$ cat src/rtl/ctst_pkg.sv
// Shared types and constants for the chunked transfer slot tracker.
// No dependencies.
package ctst_pkg;
	localparam int CTST_SLOTS = 16;
	localparam int CTST_QUEUE_DEPTH = 2;

	// register indexes
	localparam logic [1:0] CFG_QUEUE_DEPTH = 2'd0;
	localparam logic [1:0] CFG_BATCH_LIMIT = 2'd1;
	localparam logic [1:0] CFG_CHUNK_BYTES = 2'd2;

	// operation and outcome codes
	localparam logic OP_START = 1'b0;
	localparam logic [1:0] OUTCOME_OK = 2'd0;
	localparam logic [1:0] OUTCOME_RETRY = 2'd1;

	// result status codes
	localparam logic [2:0] ST_PENDING = 3'd0;
	localparam logic [2:0] ST_DONE = 3'd1;
	localparam logic [2:0] ST_READ_EOF = 3'd2;
	localparam logic [2:0] ST_ZERO_WRITE = 3'd3;
	localparam logic [2:0] ST_OVERLONG = 3'd4;
	localparam logic [2:0] ST_FAILED = 3'd5;
	localparam logic [2:0] ST_BAD_CMD = 3'd6;

	typedef enum logic [2:0] {
		KIND_START,
		KIND_START_EMPTY,
		KIND_OK,
		KIND_OK_ZERO,
		KIND_RETRY,
		KIND_FAIL
	} kind_t;

	typedef struct packed {
		kind_t kind;
		logic is_write;
		logic [63:0] base;
		logic [31:0] len;
		logic [31:0] bytes;
	} cmd_t;

	typedef struct packed {
		logic [8:0] queue_depth;
		logic [8:0] batch_limit;
		logic [31:0] chunk_bytes;
	} cfg_t;
endpackage

$ cat src/rtl/ctst_cmd_if.sv
// Command and result channels of the chunked transfer slot tracker.
// Plain valid/ready handshake; no package needed.
interface ctst_cmd_if;
	logic valid;
	logic ready;
	logic operation;
	logic direction;
	logic [63:0] base_offset;
	logic [31:0] total_length;
	logic [1:0] outcome;
	logic [31:0] bytes_done;
	modport source (output valid, operation, direction, base_offset, total_length,
		outcome, bytes_done, input ready);
	modport sink (input valid, operation, direction, base_offset, total_length,
		outcome, bytes_done, output ready);
endinterface

interface ctst_res_if;
	logic valid;
	logic ready;
	logic [2:0] status;
	logic [63:0] request_offset;
	logic [31:0] request_length;
	logic [8:0] new_submissions;
	logic was_partial;
	modport source (output valid, status, request_offset, request_length,
		new_submissions, was_partial, input ready);
	modport sink (input valid, status, request_offset, request_length,
		new_submissions, was_partial, output ready);
endinterface

$ cat src/rtl/ctst_front.sv
// Front end: takes command words, classifies them and queues them.
// Uses ctst_pkg and ctst_cmd_if.
module ctst_front import ctst_pkg::*; (
	input logic clk,
	input logic arst_n,
	ctst_cmd_if.sink cmd,
	output cmd_t head,
	output logic head_valid,
	input logic pop
);
	localparam int PW = (CTST_QUEUE_DEPTH > 1) ? $clog2(CTST_QUEUE_DEPTH) : 1;
	localparam int NW = $clog2(CTST_QUEUE_DEPTH + 1);

	cmd_t ent_q [CTST_QUEUE_DEPTH];
	logic [PW-1:0] wr_ptr_q, rd_ptr_q;
	logic [NW-1:0] count_q;
	cmd_t cls;
	logic push;

	always_comb begin
		cls.is_write = cmd.direction;
		cls.base = cmd.base_offset;
		cls.len = cmd.total_length;
		cls.bytes = cmd.bytes_done;
		if (cmd.operation == OP_START) begin
			cls.kind = (cmd.total_length == '0) ? KIND_START_EMPTY : KIND_START;
		end else if (cmd.outcome == OUTCOME_OK) begin
			cls.kind = (cmd.bytes_done == '0) ? KIND_OK_ZERO : KIND_OK;
		end else if (cmd.outcome == OUTCOME_RETRY) begin
			cls.kind = KIND_RETRY;
		end else begin
			cls.kind = KIND_FAIL; // fatal and the unused code alike
		end
	end

	assign cmd.ready = (count_q != NW'(CTST_QUEUE_DEPTH));
	assign push = cmd.valid && cmd.ready;
	assign head_valid = (count_q != '0);
	assign head = ent_q[rd_ptr_q];

	always_ff @(posedge clk) begin
		if (push) begin
			ent_q[wr_ptr_q] <= cls;
		end
	end

	always_ff @(posedge clk or negedge arst_n) begin
		if (!arst_n) begin
			wr_ptr_q <= '0;
			rd_ptr_q <= '0;
			count_q <= '0;
		end else begin
			if (push) begin
				wr_ptr_q <= (wr_ptr_q == PW'(CTST_QUEUE_DEPTH - 1)) ? '0 : wr_ptr_q + 1'b1;
			end
			if (pop && head_valid) begin
				rd_ptr_q <= (rd_ptr_q == PW'(CTST_QUEUE_DEPTH - 1)) ? '0 : rd_ptr_q + 1'b1;
			end
			count_q <= count_q + NW'(push) - NW'(pop && head_valid);
		end
	end
endmodule

$ cat src/rtl/ctst_back.sv
// Back end: slot table, refill and scan sequencer, result register.
// Uses ctst_pkg and ctst_res_if.
module ctst_back import ctst_pkg::*; #(
	parameter int SLOTS = CTST_SLOTS
) (
	input logic clk,
	input logic arst_n,
	input cfg_t cfg,
	input cmd_t head,
	input logic head_valid,
	output logic pop,
	ctst_res_if.source res
);
	localparam int IW = (SLOTS > 1) ? $clog2(SLOTS) : 1;
	localparam int CW = $clog2(SLOTS + 1);
	localparam logic [8:0] SLOTS_W = 9'(SLOTS);

	typedef enum logic [2:0] {S_IDLE, S_CHECK, S_REFILL, S_SCAN, S_READ, S_EMIT} state_t;

	state_t state_q;
	logic [95:0] mem_q [SLOTS];   // {position, requested}
	logic [95:0] rd_q;
	logic [SLOTS-1:0] busy_q;
	logic active_q, is_write_q, partial_q, out_valid_q, out_partial_q;
	logic [63:0] base_q, cur_pos_q, out_off_q;
	logic [31:0] total_q, issued_q, cur_req_q, out_len_q;
	logic [8:0] busy_cnt_q, fill_q, subs_q, out_subs_q;
	logic [2:0] status_q, out_status_q;
	logic [IW-1:0] pick_q;
	logic [CW-1:0] idx_q;

	logic [8:0] depth_w, batch_w;
	logic [31:0] chunk_w, left_w, req_w, rem_w;
	logic stop_w, free_w, mem_we;
	logic [IW-1:0] mem_wa;
	logic [95:0] mem_wd;

	always_comb begin
		if (cfg.queue_depth == '0) depth_w = 9'd1;
		else if (cfg.queue_depth > SLOTS_W) depth_w = SLOTS_W;
		else depth_w = cfg.queue_depth;
		batch_w = (cfg.batch_limit == '0 || cfg.batch_limit > depth_w) ? depth_w
			: cfg.batch_limit;
		chunk_w = (cfg.chunk_bytes == '0) ? 32'd1 : cfg.chunk_bytes;
		left_w = total_q - issued_q;
		req_w = (chunk_w < left_w) ? chunk_w : left_w;
		rem_w = cur_req_q - head.bytes;
		stop_w = (9'(idx_q) >= depth_w) || (issued_q >= total_q)
			|| (busy_cnt_q >= depth_w) || (fill_q >= batch_w);
		free_w = !busy_q[idx_q[IW-1:0]];
	end

	assign pop = (state_q == S_IDLE) && head_valid;

	// one write port: refill writes a fresh chunk, a partial completion moves its slot on
	always_comb begin
		mem_we = 1'b0;
		mem_wa = pick_q;
		mem_wd = {cur_pos_q + 64'(head.bytes), rem_w};
		if (state_q == S_REFILL) begin
			mem_we = !stop_w && free_w;
			mem_wa = idx_q[IW-1:0];
			mem_wd = {base_q + 64'(issued_q), req_w};
		end else if (pop && active_q && head.kind == KIND_OK) begin
			mem_we = (head.bytes <= cur_req_q) && (rem_w != '0);
		end
	end

	always_ff @(posedge clk) begin
		if (mem_we) begin
			mem_q[mem_wa] <= mem_wd;
		end
		rd_q <= mem_q[idx_q[IW-1:0]];
	end

	assign res.valid = out_valid_q;
	assign res.status = out_status_q;
	assign res.request_offset = out_off_q;
	assign res.request_length = out_len_q;
	assign res.new_submissions = out_subs_q;
	assign res.was_partial = out_partial_q;

	always_ff @(posedge clk or negedge arst_n) begin
		if (!arst_n) begin
			state_q <= S_IDLE;
			busy_q <= '0;
			active_q <= 1'b0;
			is_write_q <= 1'b0;
			partial_q <= 1'b0;
			base_q <= '0;
			total_q <= '0;
			issued_q <= '0;
			busy_cnt_q <= '0;
			fill_q <= '0;
			subs_q <= '0;
			status_q <= ST_DONE;
			pick_q <= '0;
			idx_q <= '0;
			cur_pos_q <= '0;
			cur_req_q <= '0;
			out_valid_q <= 1'b0;
			out_status_q <= ST_DONE;
			out_off_q <= '0;
			out_len_q <= '0;
			out_subs_q <= '0;
			out_partial_q <= 1'b0;
		end else begin
			if (out_valid_q && res.ready) begin
				out_valid_q <= 1'b0;
			end
			unique case (state_q)
				S_IDLE: begin
					if (head_valid) begin
						partial_q <= 1'b0;
						subs_q <= '0;
						fill_q <= '0;
						state_q <= S_EMIT;
						unique case (head.kind)
							KIND_START_EMPTY: begin
								status_q <= active_q ? ST_BAD_CMD : ST_DONE;
							end
							KIND_START: begin
								if (active_q) begin
									status_q <= ST_BAD_CMD;
								end else begin
									busy_q <= '0;
									base_q <= head.base;
									total_q <= head.len;
									is_write_q <= head.is_write;
									active_q <= 1'b1;
									issued_q <= '0;
									busy_cnt_q <= '0;
									state_q <= S_CHECK;
								end
							end
							default: begin
								if (!active_q) begin
									status_q <= ST_BAD_CMD;
								end else if (head.kind == KIND_RETRY) begin
									subs_q <= 9'd1;
									state_q <= S_CHECK;
								end else if (head.kind == KIND_OK
										&& head.bytes <= cur_req_q) begin
									partial_q <= (head.bytes < cur_req_q);
									if (rem_w != '0) begin
										subs_q <= 9'd1;
									end else begin
										busy_q[pick_q] <= 1'b0;
										busy_cnt_q <= busy_cnt_q - 9'(busy_cnt_q != '0);
									end
									state_q <= S_CHECK;
								end else begin
									// any error in a completion report ends the transfer
									busy_q <= '0;
									issued_q <= '0;
									busy_cnt_q <= '0;
									active_q <= 1'b0;
									if (head.kind == KIND_OK) status_q <= ST_OVERLONG;
									else if (head.kind == KIND_OK_ZERO)
										status_q <= is_write_q ? ST_ZERO_WRITE : ST_READ_EOF;
									else status_q <= ST_FAILED;
								end
							end
						endcase
					end
				end
				S_CHECK: begin
					if (issued_q < total_q || busy_cnt_q != '0) begin
						idx_q <= '0;
						state_q <= S_REFILL;
					end else begin
						busy_q <= '0;
						issued_q <= '0;
						active_q <= 1'b0;
						status_q <= ST_DONE;
						state_q <= S_EMIT;
					end
				end
				S_REFILL: begin
					if (stop_w) begin
						idx_q <= CW'(SLOTS - 1);
						state_q <= S_SCAN;
					end else begin
						if (free_w) begin
							busy_q[idx_q[IW-1:0]] <= 1'b1;
							issued_q <= issued_q + req_w;
							busy_cnt_q <= busy_cnt_q + 9'd1;
							fill_q <= fill_q + 9'd1;
							subs_q <= subs_q + 9'd1;
						end
						idx_q <= idx_q + 1'b1;
					end
				end
				S_SCAN: begin
					if (busy_q[idx_q[IW-1:0]]) begin
						pick_q <= idx_q[IW-1:0];
						state_q <= S_READ;
					end else if (idx_q == '0) begin
						busy_q <= '0;
						issued_q <= '0;
						busy_cnt_q <= '0;
						active_q <= 1'b0;
						status_q <= ST_DONE;
						state_q <= S_EMIT;
					end else begin
						idx_q <= idx_q - 1'b1;
					end
				end
				S_READ: begin
					cur_pos_q <= rd_q[95:32];
					cur_req_q <= rd_q[31:0];
					status_q <= ST_PENDING;
					state_q <= S_EMIT;
				end
				S_EMIT: begin
					if (!out_valid_q || res.ready) begin
						out_valid_q <= 1'b1;
						out_status_q <= status_q;
						out_off_q <= (status_q == ST_PENDING) ? cur_pos_q : '0;
						out_len_q <= (status_q == ST_PENDING) ? cur_req_q : '0;
						out_subs_q <= subs_q;
						out_partial_q <= partial_q;
						state_q <= S_IDLE;
					end
				end
				default: state_q <= S_IDLE;
			endcase
		end
	end
endmodule

$ cat src/rtl/chunked_transfer_slot_tracker.sv
// Top level of the chunked transfer slot tracker: configuration registers,
// front end and back end. Uses ctst_pkg, ctst_cmd_if, ctst_res_if.
//
// Use: cmd carries one word per start or completion report; res returns
// exactly one word per cmd word (status, presented request, submission
// count, partial flag). wr_en/wr_index/wr_data write queue_depth (0),
// batch_limit (1) and chunk_bytes (2); write only while the block is idle.
// Steps per word: decode, check for remaining work, the refill of free
// slots below the effective depth, the top-down scan from slot SLOTS-1 for
// the highest busy slot, the slot table read and the load of the result
// register; error replies go from decode straight to the result register.
// One word is in work at a time, while a two-word queue keeps accepting
// cmd words.
// Reset: registers return to depth 1, batch 1, chunk 4096; no transfer
// is active and the slot table is empty (busy flags cleared at once).
// Stall: res holds its word until taken; the back end may finish the next
// word meanwhile and waits for the result register; cmd ready drops only
// once the queue is full.
module chunked_transfer_slot_tracker import ctst_pkg::*; #(
	parameter int SLOTS = CTST_SLOTS
) (
	input logic clk,
	input logic arst_n,
	input logic wr_en,
	input logic [1:0] wr_index,
	input logic [31:0] wr_data,
	ctst_cmd_if.sink cmd,
	ctst_res_if.source res
);
	cfg_t cfg_q;
	cmd_t head;
	logic head_valid, pop;

	// register file; writes to an unused index are dropped
	always_ff @(posedge clk or negedge arst_n) begin
		if (!arst_n) begin
			cfg_q.queue_depth <= 9'd1;
			cfg_q.batch_limit <= 9'd1;
			cfg_q.chunk_bytes <= 32'd4096;
		end else if (wr_en) begin
			case (wr_index)
				CFG_QUEUE_DEPTH: cfg_q.queue_depth <= wr_data[8:0];
				CFG_BATCH_LIMIT: cfg_q.batch_limit <= wr_data[8:0];
				CFG_CHUNK_BYTES: cfg_q.chunk_bytes <= wr_data;
				default: ;
			endcase
		end
	end

	// front: classify and queue
	ctst_front u_front (
		.clk(clk),
		.arst_n(arst_n),
		.cmd(cmd),
		.head(head),
		.head_valid(head_valid),
		.pop(pop)
	);

	// back: slot table and sequencer
	ctst_back #(.SLOTS(SLOTS)) u_back (
		.clk(clk),
		.arst_n(arst_n),
		.cfg(cfg_q),
		.head(head),
		.head_valid(head_valid),
		.pop(pop),
		.res(res)
	);
endmodule

$ cat src/flat_wrapper.sv
// flat-port wrapper written by rule: the top's interface ports become plain ports
module chunked_transfer_slot_tracker_flat import ctst_pkg::*;
#(
	parameter int SLOTS = CTST_SLOTS
)
  (clk, arst_n, wr_en, wr_index, wr_data, cmd_valid, cmd_operation, cmd_direction, cmd_base_offset, cmd_total_length, cmd_outcome, cmd_bytes_done, cmd_ready, res_valid, res_status, res_request_offset, res_request_length, res_new_submissions, res_was_partial, res_ready);
  ctst_cmd_if cmd_i ();
  ctst_res_if res_i ();
  input logic clk;
  input logic arst_n;
  input logic wr_en;
  input logic [1:0] wr_index;
  input logic [31:0] wr_data;
  input wire logic [$bits(cmd_i.valid)-1:0] cmd_valid;
  input wire logic [$bits(cmd_i.operation)-1:0] cmd_operation;
  input wire logic [$bits(cmd_i.direction)-1:0] cmd_direction;
  input wire logic [$bits(cmd_i.base_offset)-1:0] cmd_base_offset;
  input wire logic [$bits(cmd_i.total_length)-1:0] cmd_total_length;
  input wire logic [$bits(cmd_i.outcome)-1:0] cmd_outcome;
  input wire logic [$bits(cmd_i.bytes_done)-1:0] cmd_bytes_done;
  output wire logic [$bits(cmd_i.ready)-1:0] cmd_ready;
  output wire logic [$bits(res_i.valid)-1:0] res_valid;
  output wire logic [$bits(res_i.status)-1:0] res_status;
  output wire logic [$bits(res_i.request_offset)-1:0] res_request_offset;
  output wire logic [$bits(res_i.request_length)-1:0] res_request_length;
  output wire logic [$bits(res_i.new_submissions)-1:0] res_new_submissions;
  output wire logic [$bits(res_i.was_partial)-1:0] res_was_partial;
  input wire logic [$bits(res_i.ready)-1:0] res_ready;
  assign cmd_i.valid = cmd_valid;
  assign cmd_i.operation = cmd_operation;
  assign cmd_i.direction = cmd_direction;
  assign cmd_i.base_offset = cmd_base_offset;
  assign cmd_i.total_length = cmd_total_length;
  assign cmd_i.outcome = cmd_outcome;
  assign cmd_i.bytes_done = cmd_bytes_done;
  assign cmd_ready = cmd_i.ready;
  assign res_valid = res_i.valid;
  assign res_status = res_i.status;
  assign res_request_offset = res_i.request_offset;
  assign res_request_length = res_i.request_length;
  assign res_new_submissions = res_i.new_submissions;
  assign res_was_partial = res_i.was_partial;
  assign res_i.ready = res_ready;
  chunked_transfer_slot_tracker #(.SLOTS(SLOTS)) u_core (.clk(clk), .arst_n(arst_n), .wr_en(wr_en), .wr_index(wr_index), .wr_data(wr_data), .cmd(cmd_i), .res(res_i));
endmodule
$ cat config.mk
export PLATFORM = sky130hd
export DESIGN_NAME = chunked_transfer_slot_tracker_flat
export DESIGN_NICKNAME = d
export VERILOG_FILES = /design/src/rtl/ctst_pkg.sv /design/src/rtl/ctst_cmd_if.sv /design/src/rtl/ctst_front.sv /design/src/rtl/ctst_back.sv /design/src/rtl/chunked_transfer_slot_tracker.sv /design/src/flat_wrapper.sv
export SDC_FILE = /design/constraint.sdc
export NUM_CORES = 2
export LEC_CHECK = 0
export BUFFER_PORTS_ARGS = -buffer_cell sky130_fd_sc_hd__buf_2
export CORE_ASPECT_RATIO = 1.4
export CORE_MARGIN = 2
export CORE_UTILIZATION = 45
export CTS_CLUSTER_SIZE = 12
export DETAILED_ROUTE_END_ITERATION = 6
export PLACE_DENSITY = 0.61
export SLEW_MARGIN = 25
export SYNTH_ARGS = -nofsm -noshare
export SYNTH_HDL_FRONTEND = slang
export SYNTH_HIERARCHICAL = 1
export SYNTH_SLANG_ARGS = --single-unit
$ cat constraint.sdc
create_clock -name clk -period 9.7 [get_ports clk]
set_clock_uncertainty 0.2 [all_clocks]
set_input_delay 1.455 -clock clk [delete_from_list [all_inputs] [get_ports clk]]
set_output_delay 1.455 -clock clk [all_outputs]
set_load 0.02 [all_outputs]
Word-level counts from Yosys, hierarchy flattened. Memory sizes are Yosys's and may differ from the RTL's. A register that Yosys moved wholly into a read port is not among the register bits. Cells that the tools add are included.

Memories kept: 2. Input port bits: 171. Register bits after elaboration: 449. Bits in writable memories: 1800. Logic and storage cells: 277. Output and inout bits: 111.

Order comparisons: 14. Multiplexer cells: 125. Reductions and logical operators: 56. Bitwise logic cells: 4. Add/sub/neg operators: 15. Equal/unequal tests: 33.

Memories: u_core.u_back.mem_q (depth 16, width 96, read ports 1, clocked after Yosys merged registers in 1, write ports 1, RTL line ctst_back.sv:21) `logic [95:0] mem_q [SLOTS];`; u_core.u_front.ent_q (depth 2, width 132, read ports 1, clocked after Yosys merged registers in 0, write ports 1, RTL line ctst_front.sv:14) `cmd_t ent_q [CTST_QUEUE_DEPTH];`.

Operator list (number): $mux W32 (13); $mux W16 (11); $mux W9 (19); $add A64 B32 Y64 (2); $pmux W32 S4 (1); $logic_not A32 Y1 (3); $lt A32 B32 Y1 (3); $mux W96 (1); $mux W3 (23); $mux W64 (1); $pmux W16 S4 (1); $pmux W32 S2 (1); $sub A32 B32 Y32 (2); $pmux W9 S2 (3); $mux W1 (34); $add A32 B32 Y32 (1); $ge A32 B32 Y1 (1); $le A32 B32 Y1 (1); $pmux W16 S2 (1); $reduce_bool A32 Y1 (1); $add A9 B1 Y9 const B (3); $pmux W9 S3 (1); $ne A2 B2 Y1 const B (12); $reduce_and A12 Y1 (2); 52 further kinds (106).

Longest topological paths before layout.
Depth after elaboration: 13. Gate-level depth with buffers: 39. Depth with buffers taken out: 38.

Modules after synthesis. The synthesis kept the hierarchy.

By module, submodules not included: ctst_back (times used 1, area an instance 87978.1 um^2, cells an instance 5479); ctst_front (times used 1, area an instance 9862.0 um^2, cells an instance 454); chunked_transfer_slot_tracker (times used 1, area an instance 2015.7 um^2, cells an instance 107).

Least setup slack after synthesis. OpenSTA, ideal clock, no wires.

Path type: register -> register. Start: register u_core/cfg_q[48] (netlist name). End: memory u_core.u_back.mem_q[11][0], enable pin. Stages on the path, launching flop included: 31. Slack: -735 ps. Period minus slack after synthesis: 10435 ps. Arrival time: 9683 ps. Path through: dfrtp_1 -> or4_1 -> nor2_1 -> nand2_1 -> ha_1 -> nor2b_1 -> o21a_1 -> o21a_1 -> o21a_1 -> o21a_1 -> o21a_1 -> o21ai_0 -> nand2b_1 -> a21oi_1 -> a41o_1 -> clkbuf_1 -> nand2_1 -> a22o_1 -> ha_1 -> nand2b_1 -> a21o_1 -> a21oi_1 -> o21a_1 -> o21ai_0 -> a311o_1 -> a21oi_1 -> and3_1 -> clkbuf_1 -> o21bai_1 -> nand2_1 -> nor2_1.

Word-level cells in the longest chain between the ends: 13. Elaborated cells on any way between the ends: 18.

RTL lines: from (decl) (RTL line chunked_transfer_slot_tracker.sv:30) `cfg_t cfg_q;`; $gt A9 B5 Y1 (RTL line ctst_back.sv:40) `else if (cfg.queue_depth > SLOTS_W) depth_w = SLOTS_W;`; $mux W9 (RTL line ctst_back.sv:40); $mux W9 (*) (RTL line ctst_back.sv:39) `if (cfg.queue_depth == '0) depth_w = 9'd1;`; $gt A9 B9 Y1 (RTL line ctst_back.sv:42) `batch_w = (cfg.batch_limit == '0 || cfg.batch_limit > depth_w) ? depth_w`; $logic_or A1 B1 Y1 (RTL line ctst_back.sv:42); $mux W9 (RTL line ctst_back.sv:42); $ge A9 B9 Y1 (RTL line ctst_back.sv:49) `|| (busy_cnt_q >= depth_w) || (fill_q >= batch_w);`; $logic_or A1 B1 Y1 (*) (RTL line ctst_back.sv:49); $logic_not A1 Y1 (*) (RTL line ctst_back.sv:61) `mem_we = !stop_w && free_w;`; $logic_and A1 B1 Y1 (*) (RTL line ctst_back.sv:61); $mux W1 (*) (RTL line ctst_back.sv:60) `if (state_q == S_REFILL) begin`; $mux W1 (*) (RTL line ctst_back.sv:70) `if (mem_we) begin`; $mux W1 (not written as such) (*) (RTL line ctst_back.sv:71) `mem_q[mem_wa] <= mem_wd;`; to (decl) (RTL line ctst_back.sv:21).

Mark *: on every way between the ends. The rest lies on a longest branch, timed or not.

Worst setup path after layout.
Start: register u_core.u_back.issued_q[1]. End: register u_core.u_back.issued_q[30].

Word-level cells in the longest chain between the ends: 7. Elaborated cells on any way between the ends: 16.

RTL lines: from (decl) (RTL line ctst_back.sv:26) `logic [31:0] total_q, issued_q, cur_req_q, out_len_q;`; from (signal assigned) (RTL line ctst_back.sv:186) `issued_q <= issued_q + req_w;`; $sub A32 B32 Y32 (RTL line ctst_back.sv:45) `left_w = total_q - issued_q;`; $lt A32 B32 Y1 (RTL line ctst_back.sv:46) `req_w = (chunk_w < left_w) ? chunk_w : left_w;`; $mux W32 (RTL line ctst_back.sv:46); $add A32 B32 Y32 (RTL line ctst_back.sv:186); $mux W32 (RTL line ctst_back.sv:184) `if (free_w) begin`; $mux W32 (RTL line ctst_back.sv:180) `if (stop_w) begin`; $pmux W32 S4 (RTL line ctst_back.sv:111) `unique case (state_q)`.

Parallel ways exist; a longest one is shown, timed or not. The select of a mux whose other input is x is not followed. A chain may end at the register's enable or synchronous reset.

==> run metrics <==
clock root buffer clkbuf_16; critical path launch point type register; cts hold-fix bufs 0; r2r startpoint u_core/u_back/issued_q[1]$_DFFE_PN0P_; total of max-cap violations 0; H-tree depth reported by CTS 4; initial antenna violation count 19; most frequent cells in the layout edfxtp_1, mux4_2, nand2_1; # rows 204; Reg2Reg Setup Slack ~0.7 ns; Initial DRT Pass Iterations 6; critical path's largest stage delay roughly 0.78 ns; Critical-path top delay cell o211ai_1; EDFF count, synth 1800; Worst Hold Class register to register; VDD IR max slightly below 0.0003 V; status finished clean; clock slew at reported path FFs about 0.060 ns; unrepaired setup endpoints after global routing no; largest net degree at the start of global routing 134; commonest non-fill, non-tap cell in the layout edfxtp_1; fmax 0.111 GHz; leakage between 40 and 50 nW; placed cells approximately 9100; number of global-route vias before repair ~57000; post-DR wirelength/cell 28.9 um; cell mode on critical path a21oi_1; reg2reg path depth 32; data arrival time of the worst path approximately 9.6 ns; Post-CTS Setup Repair Bufs 0; final hold violations 0; Final period util between 90% and 100%; max_slew headroom 19.4%; drt initial violations approximately 5300; worst skew pair latency 0.88 ns; Congestion Overflow GR 0; total track usage between 20 and 25%; clock sinks approximately 2300; Total Nets Final just under 7000; top post-synthesis cells by area edfxtp_1, dfrtp_1, mux4_2; chip height roughly 560 um; WHS Endpoint u_core/u_back/cur_pos_q[1]$_DFFE_PN0P_; Syn-to-layout area delta 13.2%; post-route core utilization between 50% and 60%; Synth area leader edfxtp_1; hold_ws approximately 0.24 ns; first-pass GRT wire length between 400 and 500 mm; Final Max Slew Viols 0; synth unique cells between 90 and 100; DRC 0; Die ar. 226000 sq um; dpl hpwl about 190 mm; register area share after synthesis roughly two thirds; vias per cell between 5 and 6; design area around 110000 sq um; mapped cell area 99900 sq um; CP max FO 7; post-cts sizing count 0; Die X between 400 and 500 um; quantity of I/O buffers inserted on ports about 280; TritonCTS clock tree done; Initial Util 45.3%; Setup CP Type register to register; WP data required about 10 ns; worst-case clock buffer depth 4; post-synth top area share ~54%; Routed Antenna Nets 0; FF+latch count, synth between 2000 and 2500; vias 56500; routability cong. approximately 1; layout cells sized above 1 approximately a quarter; min-delay src u_core/u_back/rd_q[33]$_DFF_P_; placed cell areas around 110000 sq um; Core Footprint roughly 220000 sq um; Fillers around 18000; crit path time final roughly 9.0 ns; I/O pin total around 280; Crit. End Element register; worst r2r dst u_core/u_back/issued_q[30]$_DFFE_PN0P_; Top FF cell, synth edfxtp_1; setup_tns 0 ns; Synth warnings 6; Mapped Cells around 6000; worst-margin pin slew around 1.2 ns; Bufs and invs on worst path 2; total CTS buffers 235; Setup Viol. Count Final 0; ys async rst share approximately a fifth; Non-Filler Instances about 9500; syn_area_per_cell 16.5 sq um; Crit path max-delay family compound AO/OA/AOI/OAI gates; Worst Hold Depth 2; PwrDens about 380 nW/um^2; Post-Route WL 275 mm
==> worst max path at each step <==
stage / from / end / slack [ns] / cells past startpoint
6_report: u_core/u_back/issued_q[1]$_DFFE_PN0P_ / u_core/u_back/issued_q[30]$_DFFE_PN0P_ / 0.70 / 32
5_1_grt: u_core/u_back/issued_q[0]$_DFFE_PN0P_ / u_core/u_back/issued_q[30]$_DFFE_PN0P_ / 0.19 / 37
4_1_cts: u_core/u_back/issued_q[1]$_DFFE_PN0P_ / u_core/u_back/issued_q[30]$_DFFE_PN0P_ / 0.84 / 32
3_5_place_dp: u_core/u_back/issued_q[1]$_DFFE_PN0P_ / u_core/u_back/issued_q[30]$_DFFE_PN0P_ / 0.90 / 32
3_3_place_gp: u_core/u_back/issued_q[1]$_DFFE_PN0P_ / u_core/u_back/issued_q[30]$_DFFE_PN0P_ / 0.92 / 32
2_1_floorplan: u_core/cfg_q[48]$_DFFE_PN0P_ / u_core/u_back/mem_q[11][0]$_DFFE_PP_ / -0.74 / 30
==> final cells by class <==
class                      instances  area [sq um]  area share (%)
sequential                      2345         67200            59.5
multi-input combinational       3252         31300            27.7
clock buffer                     398          6770            5.99
tap                             2884          3610            3.19
timing repair buffer             436          3140            2.78
inverter                         157           589           0.521
clock inverter                    29           338           0.299
antenna                            4          10.0         0.00886
==> cell families after synthesis <==
logic type	after synthesis	share of synthesized area, %
AO/OA/AOI/OAI	771	4.94
other	1	0.00376
buffers and inverters	450	1.75
adder cells (fa/ha/maj)	246	3.12
AND/OR/NAND/NOR	1104	5.22
multiplexers	913	15.8
flip-flops	2345	67.3
XOR/XNOR	210	1.84
==> Yosys cell counts, types with 29 or more instances <==
cell type	number
a21oi_1	229
nand2b_1	36
mux2_4	30
o21a_1	29
a31oi_1	29
and3_1	38
nor3_1	32
a22o_1	35
a21o_1	101
mux4_2	484
nand4_1	54
clkbuf_1	214
mux2_2	359
dfrtp_1	444
nor4_1	41
ha_1	241
inv_1	157
buf_1	57
edfxtp_1	1800
nor2_1	164
mux2i_1	40
nand2_1	470
dfxtp_1	96
xor2_1	104
xnor2_1	106
nand3_1	153
o21ai_0	170
==> metal layers <==
layer	global-route usage [%]	up-vias	wire (um)
met1	32.5	29600	112000
met5	0	-	66
li1	-	24300	-
met3	3.37	471	17500
met2	40.1	2101	135000
met4	8.84	12	10800
==> sequential cells by signal, indices dropped and copies added (netlist names), 4 cells and up <==
signal and flops:
u_core/u_back/mem_q 1536, u_core/u_front/ent_q 264, u_core/u_back/rd_q 96, u_core/u_back/base_q 64, u_core/u_back/cur_pos_q 64, u_core/u_back/res.request_offset 64
u_core/cfg_q 50, u_core/u_back/cur_req_q 32, u_core/u_back/issued_q 32, u_core/u_back/res.request_length 32, u_core/u_back/total_q 32, u_core/u_back/busy_q 16
u_core/u_back/busy_cnt_q 9, u_core/u_back/fill_q 9, u_core/u_back/res.new_submissions 9, u_core/u_back/subs_q 9, u_core/u_back/idx_q 5, u_core/u_back/pick_q 4
==> through the flow <==
stage               setup slack, ns  power (W)
detailed placement            0.895     0.0341
finish                        0.699     0.0426
global route                  0.194     0.0446
CTS                           0.841     0.0427
global placement              0.919     0.0338
floorplan                    -0.735     0.0273
==> report_power, final <==
| part | switching, W | leakage [nW] | internal [W] |
|---|---|---|---|
| Clock | 0.00372 | 3.42 | 0.00485 |
| Combinational | 0.0112 | 14.7 | 0.00636 |
| Sequential | 0.00119 | 22.8 | 0.0153 |
| Total | 0.0161 | 41.0 | 0.0265 |
==> worst register-to-register path: cells and delay by family, from the launching register on <==
kind            cells  cell delay [ns]
compound gates     19             5.71
simple gates        5             0.55
flops               1             0.50
buf+inv             2             0.43
xor+xnor            2             0.19
mux                 1             0.38
fa+ha+maj           3             0.96
Power figures use the tool's default switching activity.
